<file path="src/design/ptmq_ram.sv">
// Generic single-write, single-read synchronous RAM with registered read data.
module ptmq_ram #(
  parameter int WIDTH = 8,
  parameter int DEPTH = 16
) (
  input  logic                                  clk,
  input  logic                                  we,
  input  logic [(DEPTH > 1 ? $clog2(DEPTH) : 1)-1:0] waddr,
  input  logic [WIDTH-1:0]                      wdata,
  input  logic                                  re,
  input  logic [(DEPTH > 1 ? $clog2(DEPTH) : 1)-1:0] raddr,
  output logic [WIDTH-1:0]                      rdata
);

  logic [WIDTH-1:0] mem [DEPTH];

  always_ff @(posedge clk) begin
    if (we) begin
      mem[waddr] <= wdata;
    end
    if (re) begin
      rdata <= mem[raddr];
    end
  end

endmodule

</file>
<file path="config.mk">
export PLATFORM = sky130hd
export DESIGN_NAME = ptmq_ram
export DESIGN_NICKNAME = d
export VERILOG_FILES = /design/src/design/ptmq_ram.sv
export SDC_FILE = /design/constraint.sdc
export NUM_CORES = 1
export LEC_CHECK = 0
export BUFFER_PORTS_ARGS = -buffer_cell sky130_fd_sc_hd__buf_2
export CORE_ASPECT_RATIO = 1.4
export CORE_MARGIN = 3
export CORE_UTILIZATION = 51
export CTS_CLUSTER_DIAMETER = 120
export CTS_CLUSTER_SIZE = 28
export DETAILED_ROUTE_END_ITERATION = 12
export GPL_ROUTABILITY_DRIVEN = 0
export HOLD_SLACK_MARGIN = 0.08
export PLACE_DENSITY = 0.68
export SLEW_MARGIN = 20
export SYNTH_ARGS = -nofsm -noshare
export SYNTH_HDL_FRONTEND = slang
export SYNTH_SLANG_ARGS = --single-unit
</file>
<file path="constraint.sdc">
create_clock -name clk -period 2.8 [get_ports clk]
set_clock_uncertainty 0.1 [all_clocks]
set_input_delay 0.84 -clock clk [delete_from_list [all_inputs] [get_ports clk]]
set_output_delay 0.84 -clock clk [all_outputs]
set_load 0.005 [all_outputs]
</file>
Yosys cells after proc, flatten, opt, wreduce, memory -nomap -nowiden
Memories as Yosys holds them, arrays and structs flattened. A register that Yosys moved wholly into a read port is not among the register bits.
Index checks and enable logic that the tools add are counted.
{"block": "totals", "memories": 1, "ff_bits": 0, "ramBits": 128, "input_bits": 19}
{"block": "op_classes", "muxes": 2}
{"memory": "mem", "depth": 16, "width": 8, "read_ports": 1, "rd_ports_with_merged_regs": 1, "wr": 1, "line": "15", "rtl": "logic [WIDTH-1:0] mem [DEPTH];"}
{"cell": "two-way mux 1 bit", "n": 2}

Logic depth before layout (Yosys ltp)
{"block": "depth", "word_depth": 2, "ltp_mapped": 5, "mapped_depth_nobuf": 3}

Worst setup path before layout
No wires, ideal clock.
{"block": "synth_path", "kind": "input port to flip-flop", "start": "input port waddr[2] (netlist name)", "end": "memory mem[0][0] (enable)", "arrival_ns": 1.950, "setup_time_ns": 0.383, "stages": 2, "setup_slack_ns": 0.367, "required_time_ns": 2.317, "cell_sequence": "or3b_2 > nor3_1"}
{"item": "start, declared", "line": "8", "rtl": "input logic [(DEPTH > 1 ? $clog2(DEPTH) : 1)-1:0] waddr,"}
{"item": "end, declared", "line": "15"}
Straight into the memory's write port.

==> out/summary.txt <==
Status -> finished clean
Nature of the critical path endpoint -> flip-flop
Die Area -> 0.0115 sq mm
GRT met2 Usage -> 29.4%
FF-to-FF End -> rdata[0]
# setup viols final -> 0
Nets -> 307
Num CTS Buffers -> 17
Setup crit start kind -> input pin
Fraction of layout cells with a size suffix above 1 -> 32.2%
Detailed Routing Iterations Pass 1 -> 4
Setup repair after global routing missed its margin -> false
Worst setup path endpoint -> rdata[7]
Distinct cells, synth -> 18
Kind of critical path -> input pin to flip-flop
Core Area -> 0.00995 sq mm
Setup bufs post-CTS -> 0
Critical Path Fanout Max -> 12
DR vias/cell -> 5.71
Mapped Nets -> 248
Fin. max-slew vios -> 0
ANT cells -> 0
Worst Tran Pin Value -> 0.402 ns
Gr usage total -> 18.4%
Reg2reg start -> mem[1][0]
Routed wire length -> 9700 microns
Main combinational cell family by area after synthesis -> multiplexers
I/O Pins -> 27
Cts hold-fix bufs -> 0
Peak VDD IR -> 0.000523 V
Post-DR wirelength/cell -> 22.3 microns
Layout overhead on the synthesized area -> 19.7%
# H-tree levels -> 4
Flop-to-flop setup slack -> 1.20 ns
Residual DRC -> 0
Initial Utilization -> 52.5%
GR Overflow Total -> 0
# resized after CTS -> 0
Grt peak-use layer -> met2
Post-route minimum period -> 2.06 ns
Power Density -> 762 mW/mm^2
Vias in the first global route -> 2621
Die height -> 126 microns
Root buffer cell -> clkbuf_16
CP required -> 2.85 ns
Fmax achieved -> 485 MHz
Synth Area in XOR/XNOR -> 0%
Synth warnings -> 0
Crit path arrival time -> 2.11 ns
Post-route ant nets -> 0
Relative slew slack -> 73.1%
#FFs+latches synth -> 136
Met3 Usage GRT -> 6.09%
Syn avg cell area -> 22.8 sq um
Num rows -> 43
Hold Crit Class -> flip-flop to flip-flop
Synth Cell Area -> 0.00523 sq mm
Grt met1 use -> 24.2%
Largest net degree at the start of global routing -> 21
Fraction of the mapped netlist area in simple logic gates -> 3.14%
Setup TNS -> 0 ns
Reg2reg path depth -> 3
Min Hold Slack -> 0.652 ns
Via count -> 2488
First-pass GRT wire length -> 15300 microns
Register area share after synthesis -> 78.1%
Clock transition at the registers of the reported paths -> 0.05 ns
Die Wd -> 91.6 microns
Mux share of post-synthesis cell area -> 14.8%
Cell count after synthesis -> 229
Leakage -> 2.13 nW
Clock latency on the worst-skew pair -> 0.41 ns
Max Buffers Root-to-Sink -> 2
Post-Synth Adder-Cell Area -> 0%
Clk sinks -> 136
PortBufs -> 26
Fin. Hold Viols -> 0
CTS tree -> built
Max-cap violations -> 0
Crit path launch -> raddr[0]
Post-synthesis compound-gate area fraction -> 2.30%
Post-DP HPWL -> 6420 microns
Tcrit/Tclk final -> 73.7%
Initial antenna violation count -> 0
Drt initial violations -> 262
==> worst max-delay path, cell delays in order <==
cell,delay (ns)
buf_2,0.12
buf_4,0.26
mux4_2,0.53
a22oi_1,0.28
nand2_1,0.08
==> sequential cells by signal, indices dropped and copies added, names as in the netlist <==
register  cells
mem         128
rdata         8
==> how the worst min path moves through the flow <==
stage,startpoint,endpoint,slack [ns],cells past startpoint
floorplan,mem[7][0],rdata[0],0.60,3
global placement,mem[15][3],rdata[3],0.62,3
detailed placement,mem[14][5],rdata[5],0.64,3
CTS,mem[13][1],rdata[1],0.66,3
global route,re,rdata[4],0.68,1
finish,mem[14][1],rdata[1],0.65,3
==> kinds of logic (layout without fill, tap and decap cells) <==
family          after synthesis  count (layout)
flops                       136             136
compound gates               16              16
mux                          32              32
buf+inv                      10              82
simple gates                 35              35
==> layout make-up <==
type	instances	area (sq um)
sequential	136	4080
fill	668	3700
multi-input combinational	83	1060
clock buffer	17	425
timing repair buffer	50	335
clock inverter	15	184
tap	135	169
==> cells in the final DEF (no fill, tap or decap), types with 2 or more instances in the layout <==
| master | Yosys | routed |
|---|---|---|
| edfxtp_1 | 136 | 136 |
| buf_2 | 3 | 26 |
| buf_4 | 1 | 22 |
| mux4_2 | 18 | 18 |
| clkbuf_16 | 0 | 17 |
| a22oi_1 | 16 | 16 |
| mux4_1 | 14 | 14 |
| nor2_1 | 13 | 13 |
| nand2_1 | 9 | 9 |
| nor3_1 | 4 | 4 |
| clkinv_1 | 0 | 4 |
| clkinvlp_4 | 0 | 4 |
| bufinv_16 | 0 | 4 |
| nand3b_1 | 2 | 2 |
| nand2b_1 | 2 | 2 |
| clkinv_2 | 0 | 2 |
| buf_12 | 0 | 2 |
==> cells in the mapped netlist (all sizes together) <==
master,n,area share (%)
edfxtp,136,78
nand3,1,0.096
nand2b,2,0.24
and2,1,0.12
buf,7,1.1
and2b,1,0.14
or3b,1,0.17
a22oi,16,2.3
nor2b,1,0.12
nand3b,2,0.29
mux4,32,15
clkdlybuf4s25,3,0.57
nand2,9,0.65
nor2,13,0.93
nor3,4,0.38
==> per-layer routing <==
metal	wire, microns	share of wire, %
met3	553	5.7
met2	5090	52
met5	0	0
met4	84	0.87
met1	3970	41
==> power by group <==
part	total, mW	internal [mW]	switching, mW
sequential	2.31	2.29	0.0113
clock	2.25	1.47	0.780
combinational	0.210	0.0926	0.117
==> per-stage QoR <==
stage	std cells	cell area [sq um]	total power, mW	worst slack, ns	utilization, %
floorplan	229	5230	2.46	0.367	-
global route	436	6250	4.93	0.651	62.8
CTS	436	6250	4.80	0.746	62.8
detailed placement	404	5650	2.56	0.318	56.7
finish	436	6250	4.77	0.736	62.8
global placement	404	5650	2.55	0.302	56.7
No activity file was read; power rests on OpenSTA's default activity.
